===== src/rtl/core/mpqs_pkg.sv =====
// Shared types and constants for the unsorted-array minimum priority queue.
package mpqs_pkg;

    localparam int DATA_W = 32;
    localparam int OCC_W  = 4;

    localparam logic ACT_INSERT = 1'b0;
    localparam logic ACT_REMOVE = 1'b1;

    typedef enum logic [1:0] {
        STATUS_OK        = 2'd0,
        STATUS_OVERFLOW  = 2'd1,
        STATUS_UNDERFLOW = 2'd2
    } status_t;

    typedef struct packed {
        logic                     action;
        logic signed [DATA_W-1:0] value;
    } in_t;

    typedef struct packed {
        status_t                  status;
        logic signed [DATA_W-1:0] removed_value;
        logic [OCC_W-1:0]         occupancy;
    } out_t;

endpackage


===== src/rtl/core/mpqs_store.sv =====
// Entry store: simple dual-port memory, one write and one registered read per cycle.
module mpqs_store #(
    parameter int DEPTH = 8
) (
    input  logic                               clk,
    input  logic                               wr_en,
    input  logic [$clog2(DEPTH)-1:0]           wr_addr,
    input  logic signed [mpqs_pkg::DATA_W-1:0] wr_data,
    input  logic                               rd_en,
    input  logic [$clog2(DEPTH)-1:0]           rd_addr,
    output logic signed [mpqs_pkg::DATA_W-1:0] rd_data
);
    import mpqs_pkg::*;

    logic signed [DATA_W-1:0] mem [DEPTH];

    always_ff @(posedge clk)
    begin
        if (wr_en)
        begin
            mem[wr_addr] <= wr_data;
        end
    end

    always_ff @(posedge clk)
    begin
        if (rd_en)
        begin
            rd_data <= mem[rd_addr];
        end
    end

endmodule


===== src/rtl/core/min_priority_queue_scan.sv =====
// Bounded minimum priority queue, kept as an unsorted array in one dual-port memory.
// An insert writes straight to the memory; its result is registered and handed from the
// emit state to the output register, at which point the next request can already be
// taken; overflow and underflow take the same path. A remove scans the stored entries
// for the smallest with one memory read per cycle (earliest wins on a tie), then moves
// the later entries down one place, one read and one write per cycle, and then emits
// its result through the same emit state. One request is in progress at a time; a
// finished result waits in the output register while the next request is taken, and a
// result still waiting there when the next one is ready holds the block until the
// output is taken.
module min_priority_queue_scan #(
    parameter int CAPACITY = 8
) (
    input  logic           clk,
    input  logic           rst_n,
    input  logic           in_valid,
    output logic           in_ready,
    input  mpqs_pkg::in_t  in_data,
    output logic           out_valid,
    input  logic           out_ready,
    output mpqs_pkg::out_t out_data
);
    import mpqs_pkg::*;

    localparam int AW = $clog2(CAPACITY);
    localparam int CW = $clog2(CAPACITY + 1);
    localparam int XW = CW + 1;

    typedef enum logic [3:0] {
        S_IDLE  = 4'b0001,
        S_SCAN  = 4'b0010,
        S_SHIFT = 4'b0100,
        S_EMIT  = 4'b1000
    } state_t;

    state_t                   state_reg, state_next;
    logic [CW-1:0]            count_reg, count_next;
    logic [AW-1:0]            scan_idx_reg, scan_idx_next;
    logic [AW-1:0]            sh_idx_reg, sh_idx_next;
    logic [AW-1:0]            best_idx_reg, best_idx_next;
    logic signed [DATA_W-1:0] best_val_reg, best_val_next;
    out_t                     res_reg, res_next;
    out_t                     out_reg, out_next;
    logic                     out_valid_reg, out_valid_next;

    logic                     wr_en, rd_en;
    logic [AW-1:0]            wr_addr, rd_addr;
    logic signed [DATA_W-1:0] wr_data, rd_data;

    logic                     cand_better;
    logic [AW-1:0]            cand_idx;
    logic signed [DATA_W-1:0] cand_val;
    logic [CW-1:0]            count_dec;

    mpqs_store #(
        .DEPTH(CAPACITY)
    ) u_store (
        .clk    (clk),
        .wr_en  (wr_en),
        .wr_addr(wr_addr),
        .wr_data(wr_data),
        .rd_en  (rd_en),
        .rd_addr(rd_addr),
        .rd_data(rd_data)
    );

    assign count_dec   = count_reg - CW'(1);
    // first scanned entry always wins; later ones only when strictly smaller
    assign cand_better = (scan_idx_reg == '0) || (rd_data < best_val_reg);
    assign cand_idx    = cand_better ? scan_idx_reg : best_idx_reg;
    assign cand_val    = cand_better ? rd_data : best_val_reg;

    always_comb
    begin
        state_next     = state_reg;
        count_next     = count_reg;
        scan_idx_next  = scan_idx_reg;
        sh_idx_next    = sh_idx_reg;
        best_idx_next  = best_idx_reg;
        best_val_next  = best_val_reg;
        res_next       = res_reg;
        out_next       = out_reg;
        out_valid_next = out_valid_reg;
        in_ready       = 1'b0;
        wr_en          = 1'b0;
        wr_addr        = sh_idx_reg;
        wr_data        = rd_data;
        rd_en          = 1'b0;
        rd_addr        = '0;

        if (out_valid_reg && out_ready)
        begin
            out_valid_next = 1'b0;
        end

        unique case (state_reg)
            S_IDLE:
            begin
                in_ready = 1'b1;
                if (in_valid)
                begin
                    res_next.removed_value = '0;
                    res_next.occupancy     = OCC_W'(count_reg);
                    state_next             = S_EMIT;
                    if (in_data.action == ACT_INSERT)
                    begin
                        if (XW'(count_reg) >= XW'(CAPACITY))
                        begin
                            res_next.status = STATUS_OVERFLOW;
                        end
                        else
                        begin
                            wr_en              = 1'b1;
                            wr_addr            = count_reg[AW-1:0];
                            wr_data            = in_data.value;
                            count_next         = count_reg + CW'(1);
                            res_next.status    = STATUS_OK;
                            res_next.occupancy = OCC_W'(count_reg + CW'(1));
                        end
                    end
                    else if (count_reg == '0)
                    begin
                        res_next.status = STATUS_UNDERFLOW;
                    end
                    else
                    begin
                        rd_en         = 1'b1;
                        rd_addr       = '0;
                        scan_idx_next = '0;
                        state_next    = S_SCAN;
                    end
                end
            end

            S_SCAN:
            begin
                best_idx_next          = cand_idx;
                best_val_next          = cand_val;
                res_next.status        = STATUS_OK;
                res_next.removed_value = cand_val;
                if (XW'(scan_idx_reg) + XW'(1) < XW'(count_reg))
                begin
                    rd_en         = 1'b1;
                    rd_addr       = scan_idx_reg + AW'(1);
                    scan_idx_next = scan_idx_reg + AW'(1);
                end
                else if (XW'(cand_idx) + XW'(1) < XW'(count_reg))
                begin
                    rd_en       = 1'b1;
                    rd_addr     = AW'(XW'(cand_idx) + XW'(1));
                    sh_idx_next = cand_idx;
                    state_next  = S_SHIFT;
                end
                else
                begin
                    count_next         = count_dec;
                    res_next.occupancy = OCC_W'(count_dec);
                    state_next         = S_EMIT;
                end
            end

            S_SHIFT:
            begin
                // entry sh_idx+1 arrives now and drops into sh_idx
                wr_en   = 1'b1;
                wr_addr = sh_idx_reg;
                wr_data = rd_data;
                if (XW'(sh_idx_reg) + XW'(2) < XW'(count_reg))
                begin
                    rd_en       = 1'b1;
                    rd_addr     = AW'(XW'(sh_idx_reg) + XW'(2));
                    sh_idx_next = sh_idx_reg + AW'(1);
                end
                else
                begin
                    count_next         = count_dec;
                    res_next.occupancy = OCC_W'(count_dec);
                    state_next         = S_EMIT;
                end
            end

            S_EMIT:
            begin
                if (!out_valid_reg || out_ready)
                begin
                    out_valid_next = 1'b1;
                    out_next       = res_reg;
                    state_next     = S_IDLE;
                end
            end

            default:
            begin
                state_next = S_IDLE;
            end
        endcase
    end

    always_ff @(posedge clk or negedge rst_n)
    begin
        if (!rst_n)
        begin
            state_reg     <= S_IDLE;
            count_reg     <= '0;
            out_valid_reg <= 1'b0;
        end
        else
        begin
            state_reg     <= state_next;
            count_reg     <= count_next;
            out_valid_reg <= out_valid_next;
        end
    end

    always_ff @(posedge clk)
    begin
        scan_idx_reg <= scan_idx_next;
        sh_idx_reg   <= sh_idx_next;
        best_idx_reg <= best_idx_next;
        best_val_reg <= best_val_next;
        res_reg      <= res_next;
        out_reg      <= out_next;
    end

    assign out_valid = out_valid_reg;
    assign out_data  = out_reg;

    a_count_bound: assert property (@(posedge clk) disable iff (!rst_n)
        XW'(count_reg) <= XW'(CAPACITY))
        else $error("entry count above capacity");

    a_scan_in_range: assert property (@(posedge clk) disable iff (!rst_n)
        (state_reg == S_SCAN) |-> (XW'(scan_idx_reg) < XW'(count_reg)))
        else $error("scan read beyond occupied entries");

    a_shift_in_range: assert property (@(posedge clk) disable iff (!rst_n)
        (state_reg == S_SHIFT) |-> (XW'(sh_idx_reg) + XW'(1) < XW'(count_reg)))
        else $error("shift beyond occupied entries");

    a_err_zero: assert property (@(posedge clk) disable iff (!rst_n)
        (out_valid_reg && (out_reg.status != STATUS_OK)) |-> (out_reg.removed_value == '0))
        else $error("failed request carries a removed value");

endmodule

===== config.mk =====
export PLATFORM = sky130hd
export DESIGN_NAME = min_priority_queue_scan
export DESIGN_NICKNAME = d
export VERILOG_FILES = /design/src/rtl/core/mpqs_pkg.sv /design/src/rtl/core/mpqs_store.sv /design/src/rtl/core/min_priority_queue_scan.sv
export SDC_FILE = /design/constraint.sdc
export NUM_CORES = 1
export LEC_CHECK = 0
export ABC_AREA = 1
export BUFFER_PORTS_ARGS = -buffer_cell sky130_fd_sc_hd__buf_2
export CORE_MARGIN = 10
export CORE_UTILIZATION = 31
export CTS_CLUSTER_SIZE = 16
export DETAILED_ROUTE_END_ITERATION = 16
export GPL_TIMING_DRIVEN = 0
export RECOVER_POWER = 25
export SLEW_MARGIN = 20
export SYNTH_ARGS = -nofsm -noshare
export SYNTH_HDL_FRONTEND = slang
export SYNTH_SLANG_ARGS = --single-unit

===== constraint.sdc =====
create_clock -name clk -period 5.44 [get_ports clk]
set_input_delay 0.544 -clock clk [delete_from_list [all_inputs] [get_ports clk]]
set_output_delay 0.544 -clock clk [all_outputs]
set_load 0.01 [all_outputs]

==> results.cfg, run 1 <==
[drt]
wl_per_cell_um = 16.82
drtAntennaViolNets = 0
vias = 12430
wirelength_um = 44680
dr.pass1.iters = 5
via_per_inst = 4.680
dr.first_iter.drc_count = 1110
drc = 0

[cts]
cts_num_sinks = 414
post_cts_resized = 0
cts.htree.levels = 2
cts_setup_buffers = 0
cts_tree = built
clkSlewWorstSetupHoldPaths_ps = 60
cts_buffer_depth = 3
cts_root_buf = clkbuf_16
insertion_delay_ps = 560
cts_buffers = 40

[placement]
place.gp.congestion = 0.8543
dpl_cell_area_um2 = 20070
place_ws_ps = 756.9
dp_hpwl_um = 32770
place_inst = 2582
numPortBuffers = 76

[synth]
ys.flop_type = edfxtp_1
ys_seq_area_share_pct = 67.45
synthArstFlopShare_pct = 2.174
synthCells = 1721
synth_top_area_share_pct = 66.21
synth.area.top_cells = edfxtp_1 (66%), nand2_1 (13%), nand3_1 (3.8%)
synth_edf_count = 405
avgSynthCellArea_um2 = 10.67
syn_nets = 1804
synth_area_um2 = 18370
ys_seq_elements = 414
ys_types = 40
synth_area_leader_cell = edfxtp_1
yosysWarnings = 0

[worst_setup_path]
path_max_fanout = 10
cp-start-kind = flop
cpPeakStageDelay_ps = 390
cp_data_arrival_time_ps = 5140
endpoint_kind = flop
cp_common_cell = nand2_1
cp.required_ps = 5830
critical_path_class = reg -> reg
cp_top_family = simple AND/OR/NAND/NOR gates
crit_slowest_cell = edfxtp_1
crit_buf_inv = 5

[finish]
final_core_util_pct = 36.02
finalNetCount = 1935
final_cell_mix = nand2_1 (639), edfxtp_1 (405), inv_1 (148), nand3_1 (139), nor2_1 (88)
n_antenna_cell = 0
final_common_cell = nand2_1
layout-drive-gt1-share_pct = 9.294
postLayoutCellArea_um2 = 21180
layoutNonFillerInstCount = 2656
largest_reg_flops = 256
syn_to_final_growth_pct = 15.31

[sta]
timing.hold.ws_ps = 284.8
tightest_slew_ps = 1903
final.setup.worst_slack_ps = 687.1
setup_viol = 0
relSlewSlack_pct = -27.82
max_freq_ghz = 0.2104
period_share_pct = 87.37
rsz0062_at_grt = false
min_period_ps = 4753
hold_violations = 0
drv_slew = 16
clock_skew_ps = 27.57

[floorplanning]
io_pins = 77
fp.dieW_um = 263.4
die-area_um2 = 69390
initial_core_util_pct = 31.24
row_count = 89
coreArea_um2 = 58800
die_h_um = 263.4

[pwr]
ir_drop_mv = 0.2506
leakage_nw = 8.579
powerDensity_nw_per_um2 = 469.6

[global_routing]
overflow = 0
grt_pass1_vias = 12080
grt_max_degree = 34
grt_first_pass_wirelength_um = 68790
antenna_found_initial = 0
track_usage_pct = 12.50

[status]
violations = max-capacitance violations, max-slew violations
status = finished with violations

[job]
max_cap_viol_count = 2

[min_path]
hold_path.class = in -> reg
==> path summary, 6_finish.rpt <==
| check | from | to | slack [ps] | cells past startpoint |
|---|---|---|---|---|
| worst max-delay path | u_store.rd_data[15]$_DFFE_PP_ | u_store.rd_data[6]$_DFFE_PP_ | 690 | 29 |
| max in group asynchronous | rst_n | count_reg[2]$_DFFE_PN0P_ | 4560 | 2 |
| worst min register to register | res_reg[12]$_SDFFCE_PN0P_ | out_data[12]$_DFFE_PP_ | 420 | 0 |
| worst min-delay path | out_ready | out_valid$_DFF_PN0_ | 280 | 4 |
| worst max register to register | u_store.rd_data[15]$_DFFE_PP_ | u_store.rd_data[6]$_DFFE_PP_ | 690 | 29 |
| min in group asynchronous | rst_n | out_valid$_DFF_PN0_ | 510 | 2 |
==> through the flow <==
step | power, mW | TNS, ps
after floorplan | 6.388 | 0
after global placement | 7.264 | -95.76
after detailed placement | 7.425 | 0
after CTS | 10.04 | 0
after global routing | 10.52 | 0
final | 9.945 | 0
==> logic make-up after synthesis <==
logic type | after synthesis | share of synthesized area [%]
adders and majority gates | 46 | 3.134
AOI/OAI and AO/OA | 124 | 3.719
buffers and inverters | 230 | 5.463
DFF | 414 | 67.45
and+or+nand+nor | 902 | 19.96
xor gates and xnor gates | 5 | 0.2794
==> worst min-delay path: stages <==
cell and delay (ps):
buf_2 80, nor2_1 50, inv_1 60, nand2_1 50
==> cell type report <==
type,instances,area (µm²)
inverters,152,570.5
repair buffers,89,575.6
fillers,5797,37620
plain buffers,78,432.9
flip-flops and latches,414,12390
well taps,773,967.2
clock inverters,26,167.7
multi-input cells,1077,5029
clock buffers,47,1049
==> synthesized netlist by cell type, types with 3 or more instances <==
cell,count
a21oi_1,54
nand3_1,140
clkbuf_1,27
inv_1,148
inv_2,4
edfxtp_1,405
ha_1,46
nor2_1,96
nand4_1,3
buf_2,22
nand3b_1,7
buf_6,6
nand2_1,636
dfrtp_1,8
buf_4,18
o21ai_0,54
nor3_1,5
xor2_1,3
o21ai_1,3
buf_1,5
nand2_2,7
==> timing repair <==
item / 4_1_cts / 5_1_grt
hold buffers: 1 / 0
setup endpoints to repair: 0 / 0
endpoints found under the hold margin: 8 / 0
==> routing by layer <==
metal  track usage, %  routed length, µm  vias up  share of wire [%]
met3            2.175               2667       72                6.0
li1                 -                  -     6009                  -
met1            15.44              18690     5998                 42
met2            21.67              22120      352                 50
met5                0                  0        -                  0
met4            4.272               1201        0                2.7
==> where the power goes <==
part,leakage (nW),total (mW),internal [mW],switching [mW]
Sequential,3.80,4.52,4.37,0.145
Clock,0.600,2.61,1.44,1.18
Combinational,4.18,2.81,0.762,2.05
No activity file was read; power rests on OpenSTA's default activity.
==> inputs of run 2 (changes only) <==
==> constraint.sdc (replaced) <==
create_clock -name clk -period 5.44 [get_ports clk]
set_input_delay 1.36 -clock clk [delete_from_list [all_inputs] [get_ports clk]]
set_output_delay 1.36 -clock clk [all_outputs]
set_load 0.01 [all_outputs]
==> results.cfg, run 2 (same netlist as run 1, synthesis figures left out) <==
[sta]
period_share_pct = 87.59
relSlewSlack_pct = -28.70
max_freq_ghz = 0.2099
rsz0062_at_grt = false
clock_skew_ps = 25.93
final.setup.worst_slack_ps = 675.3
timing.hold.ws_ps = 416.6
drv_slew = 16
tightest_slew_ps = 1916
hold_violations = 0
setup_viol = 0
min_period_ps = 4765
final.setup.tns_ps = 0

[finish]
fillers = 5798
final_core_util_pct = 36.01
syn_to_final_growth_pct = 15.26
layout-drive-gt1-share_pct = 9.405
finalNetCount = 1934
largest_reg_flops = 256
n_antenna_cell = 0
final_cell_mix = nand2_1 (639), edfxtp_1 (405), inv_1 (148), nand3_1 (139), nor2_1 (88)
final_common_cell = nand2_1

[worst_setup_path]
reg2reg_from = best_val_reg[15]$_DFFE_PP_
reg2reg_to = u_store.rd_data[6]$_DFFE_PP_
cp-start-kind = flop
endpoint_kind = flop
startpoint = best_val_reg[15]$_DFFE_PP_
r2r_slack_ps = 680
cp_common_cell = nand2_1
crit_slowest_cell = edfxtp_1
cpPeakStageDelay_ps = 350
cp-endpoint = u_store.rd_data[6]$_DFFE_PP_
critical_path_class = reg -> reg
cp_data_arrival_time_ps = 5150
r2r_cells = 30
cp.required_ps = 5830
path_max_fanout = 10

[job]
max_cap_viol_count = 2

[cts]
holdBufCountCts = 0
cts_root_buf = clkbuf_16
clkSlewWorstSetupHoldPaths_ps = 70
cts.htree.levels = 2
insertion_delay_ps = 560
cts_setup_buffers = 0
cts_num_sinks = 414
post_cts_resized = 0
cts_buffers = 40
cts_tree = built
cts_buffer_depth = 3

[placement]
numPortBuffers = 76
dp_hpwl_um = 32770
place.gp.congestion = 0.8543
place_ws_ps = 756.9

[floorplanning]
row_count = 89
initial_core_util_pct = 31.24
fp.dieW_um = 263.4
coreArea_um2 = 58800
die-area_um2 = 69390
io_pins = 77
die_h_um = 263.4

[global_routing]
antenna_found_initial = 0
overflow = 0
grt_pass1_vias = 12070
track_usage_pct = 12.49
grt_max_degree = 34
grt_first_pass_wirelength_um = 68750

[drt]
via_per_inst = 4.681
wirelength_um = 44750
vias = 12430
drc = 0
drtAntennaViolNets = 0
dr.pass1.iters = 6
wl_per_cell_um = 16.86
dr.first_iter.drc_count = 1104

[pwr]
ir_drop_mv = 0.2509
powerDensity_nw_per_um2 = 470.3
leakage_nw = 8.578
total_power_mw = 9.955

[status]
violations = max-capacitance violations, max-slew violations
status = finished with violations

[min_path]
hold_path.class = reg -> reg
## run 2: changes by cell type in the layout (fill, tap and decap cells not counted), sizes merged
cell         delta
clkbuf          -1
buf             +1
dlygate4sd3     -1
## run 2: area by class of cell
class,instances,area [µm²],share of cell area (%)
Sequential cell,414,12390,58.52
Multi-Input combinational cell,1077,5029,23.75
Clock buffer,47,1049,4.953
Tap cell,773,967.2,4.569
Inverter,152,570.5,2.695
Timing Repair Buffer,88,566.8,2.677
Buffer,78,432.9,2.045
Clock inverter,26,167.7,0.7920
## run 2: how the worst min path moves through the flow
stage,startpoint,to,slack (ps),depth (start not counted)
CTS,res_reg[12]$_SDFFCE_PN0P_,out_data[12]$_DFFE_PP_,420,0
detailed placement,res_reg[22]$_SDFFCE_PN0P_,out_data[22]$_DFFE_PP_,410,0
global placement,res_reg[24]$_SDFFCE_PN0P_,out_data[24]$_DFFE_PP_,400,0
floorplan,res_reg[0]$_DFFE_PP_,out_data[0]$_DFFE_PP_,400,0
global route,res_reg[12]$_SDFFCE_PN0P_,out_data[12]$_DFFE_PP_,420,0
finish,res_reg[12]$_SDFFCE_PN0P_,out_data[12]$_DFFE_PP_,420,0
## run 2: worst max-delay path: cells and delay by family, from the launching register on
family	cells	cell delay, ps
simple gates	17	1770
compound gates	4	830
buf+inv	6	810
fa+ha+maj	2	590
flops	1	350
xor+xnor	1	220
## run 2: where the power goes
part	internal, mW	switching (mW)	total [mW]
Sequential	4.37	0.145	4.52
Clock	1.44	1.18	2.62
Combinational	0.763	2.06	2.82
Total	6.57	3.38	9.96
## run 2: per-stage QoR
| stage | cell area [µm²] | cells |
|---|---|---|
| 2_1_floorplan | 18370 | 1721 |
| 4_1_cts | 21280 | 2655 |
| 3_3_place_gp | 19720 | 2570 |
| 5_1_grt | 21170 | 2655 |
| 6_report | 21170 | 2655 |
| 3_5_place_dp | 20070 | 2582 |
## run 2: metal layers
metal	global-route usage, %	vias up	wire length [µm]
met5	0	-	0
met2	21.66	352	21980
met1	15.43	6003	18940
met3	2.175	71	2619
li1	-	6002	-
met4	4.272	0	1209
==> inputs of run 3 (changes only) <==
- ABC_AREA: 1 -> not set
- ABC_CLOCK_PERIOD_IN_PS: not set -> 5950
- clock period: 5.44 -> 5.95 ns (I/O delays scaled with it)
==> results.cfg, run 3 <==
[synth]
synthTopCellsByCount = edfxtp_1 (405), nand2_1 (160), mux2i_1 (77)
ys_seq_elements = 414
synth_edf_count = 405
ys.flop_type = edfxtp_1
synth_area_um2 = 17400
synth_top_area_share_pct = 69.90
ys_types = 62
synthArstFlopShare_pct = 2.174
ys_seq_area_share_pct = 71.20
synth_most_common_cell = edfxtp_1
synth_area_leader_cell = edfxtp_1
avgSynthCellArea_um2 = 14.51
yosysWarnings = 0
synth.area.top_cells = edfxtp_1 (70%), mux2i_1 (4.4%), nand2_1 (3.5%)
synthCells = 1199
syn_nets = 1282

[finish]
final_cell_mix = edfxtp_1 (405), nand2_1 (160), clkbuf_1 (80), mux2i_1 (77)
layout-drive-gt1-share_pct = 12.94
finalNetCount = 1427
postLayoutCellArea_um2 = 20570
final_common_cell = edfxtp_1
fillers = 5243
multi_input_area_um2 = 4716
syn_to_final_growth_pct = 18.22
regArea_um2 = 12390
layoutNonFillerInstCount = 2125
largest_reg_flops = 256

[floorplanning]
fp.dieW_um = 256.9
io_pins = 77
coreArea_um2 = 55310
die-area_um2 = 66000
initial_core_util_pct = 31.46
die_h_um = 256.9
row_count = 86

[worst_setup_path]
cp.required_ps = 6260
r2r_cells = 20
cp-endpoint = u_store.rd_data[29]$_DFFE_PP_
path_max_fanout = 10
reg2reg_to = u_store.rd_data[29]$_DFFE_PP_
startpoint = u_store.rd_data[25]$_DFFE_PP_
cp-start-kind = flop
cp_data_arrival_time_ps = 6040
r2r_slack_ps = 220
endpoint_kind = flop
critical_path_class = reg -> reg
reg2reg_from = u_store.rd_data[25]$_DFFE_PP_

[global_routing]
grt_max_degree = 33
track_usage_pct = 12.95
grt_first_pass_wirelength_um = 66050
antenna_found_initial = 4
overflow = 0
grt_pass1_vias = 10810

[pwr]
ir_drop_mv = 0.1806
leakage_nw = 6.465
powerDensity_nw_per_um2 = 280.7
total_power_mw = 5.774

[drt]
dr.pass1.iters = 5
drtAntennaViolNets = 0
dr.first_iter.drc_count = 984
wirelength_um = 43920
vias = 10570
wl_per_cell_um = 20.67
via_per_inst = 4.976
drc = 0

[status]
violations = max-capacitance violations, max-slew violations
status = finished with violations

[job]
max_cap_viol_count = 2

[cts]
cts_buffer_depth = 3
cts_buffers = 43
cts.htree.levels = 2
cts_tree = built
cts_root_buf = clkbuf_16
clkSlewWorstSetupHoldPaths_ps = 60
cts_num_sinks = 414
insertion_delay_ps = 580

[placement]
place.gp.congestion = 0.8503
numPortBuffers = 76
dpl_cell_area_um2 = 19070
dp_hpwl_um = 29530
place_inst = 2035

[sta]
setup_viol = 0
period_share_pct = 96.25
drv_slew = 61
clock_skew_ps = 20.53
tightest_slew_ps = 1540
max_freq_ghz = 0.1746
min_period_ps = 5727
final.setup.tns_ps = 0
rsz0062_at_grt = false
hold_violations = 0
relSlewSlack_pct = -2.681

[min_path]
hold_path.class = reg -> reg
## run 3: cell count changes after synthesis, sizes merged, moves of 55 or more
cell / change
nor2: -58
a22oi: +55
mux2i: +77
inv: -102
nand2: -483
nand3: -135
## run 3: per-stage QoR
| step | hold WS (ps) | setup slack, ps | utilization, % |
|---|---|---|---|
| after global routing | 422.5 | 33.54 | 37.19 |
| after CTS | 419.4 | 18.75 | 37.17 |
| after detailed placement | 404.5 | -870.0 | 34.48 |
| after floorplan | 400.3 | 517.4 | - |
| after global placement | 405.3 | -833.5 | 33.84 |
| final | 417.2 | 223.3 | 37.19 |
## run 3: repair_timing
| action | CTS | global route |
|---|---|---|
| setup buffers | 8 | 6 |
| pin swaps | 1 | 9 |
| endpoints found under the hold margin | 0 | 0 |
| setup endpoints to repair | 32 | 32 |
| hold buffers | 0 | 0 |
| gates resized for setup | 28 | 22 |
## run 3: logic make-up after synthesis
kind of cell	Yosys count	share of synthesized area [%]
flip-flops	414	71.20
AND/OR/NAND/NOR	284	7.256
AO/OA/AOI/OAI	256	10.31
buffers and inverters	106	2.582
multiplexers	84	4.883
adder cells (fa/ha/maj)	46	3.308
XOR/XNOR	9	0.4530
## run 3: cell type report
cell class                 count  area share [%]
antenna                        1         0.01217
tap                          748           4.550
inverter                      50          0.9125
clock inverter                18          0.7604
timing repair buffer         102           3.297
sequential                   414           60.23
multi-input combinational    679           22.93
buffer                        54           1.527
clock buffer                  59           5.779
## run 3: power breakdown
part	switching, mW	internal (mW)	total (mW)	leakage (nW)
Combinational	0.0107	0.00877	0.0195	3.14
Clock	1.11	1.49	2.60	0.651
Sequential	0.0000000000000000132	3.15	3.15	2.67
## run 3: worst min path at each step
stage	depth (start not counted)	start	endpoint
after global routing	0	res_reg[0]$_DFFE_PP_	out_data[0]$_DFFE_PP_
after CTS	0	res_reg[24]$_SDFFCE_PN0P_	out_data[24]$_DFFE_PP_
after detailed placement	0	res_reg[20]$_SDFFCE_PN0P_	out_data[20]$_DFFE_PP_
after floorplan	0	res_reg[0]$_DFFE_PP_	out_data[0]$_DFFE_PP_
final	0	res_reg[15]$_SDFFCE_PN0P_	out_data[15]$_DFFE_PP_
after global placement	0	res_reg[34]$_SDFFCE_PN0P_	out_data[34]$_DFFE_PP_
## run 3: per-layer routing
layer | track usage, % | vias to the layer above | wire [µm]
li1 | - | 4860 | -
met1 | 16.68 | 5318 | 19180
met2 | 22.04 | 318 | 21380
met3 | 2.153 | 73 | 2389
met4 | 3.796 | 4 | 941
met5 | 0 | - | 25
## run 3: worst max-delay path, stage by stage (launching register included)
cell and delay [ps]:
edfxtp_1 570, ha_4 350, nand4_1 110, or4_4 550, or3_1 400, a31o_1 250
o21ai_4 100, and2_2 230, mux2i_1 330, nor2_1 90, ha_1 340, a21oi_2 180
nand2_1 100, a311o_1 320, a211o_1 300, and2_1 170, buf_6 150, or3_1 310
clkbuf_4 200, buf_6 170, o221a_1 220
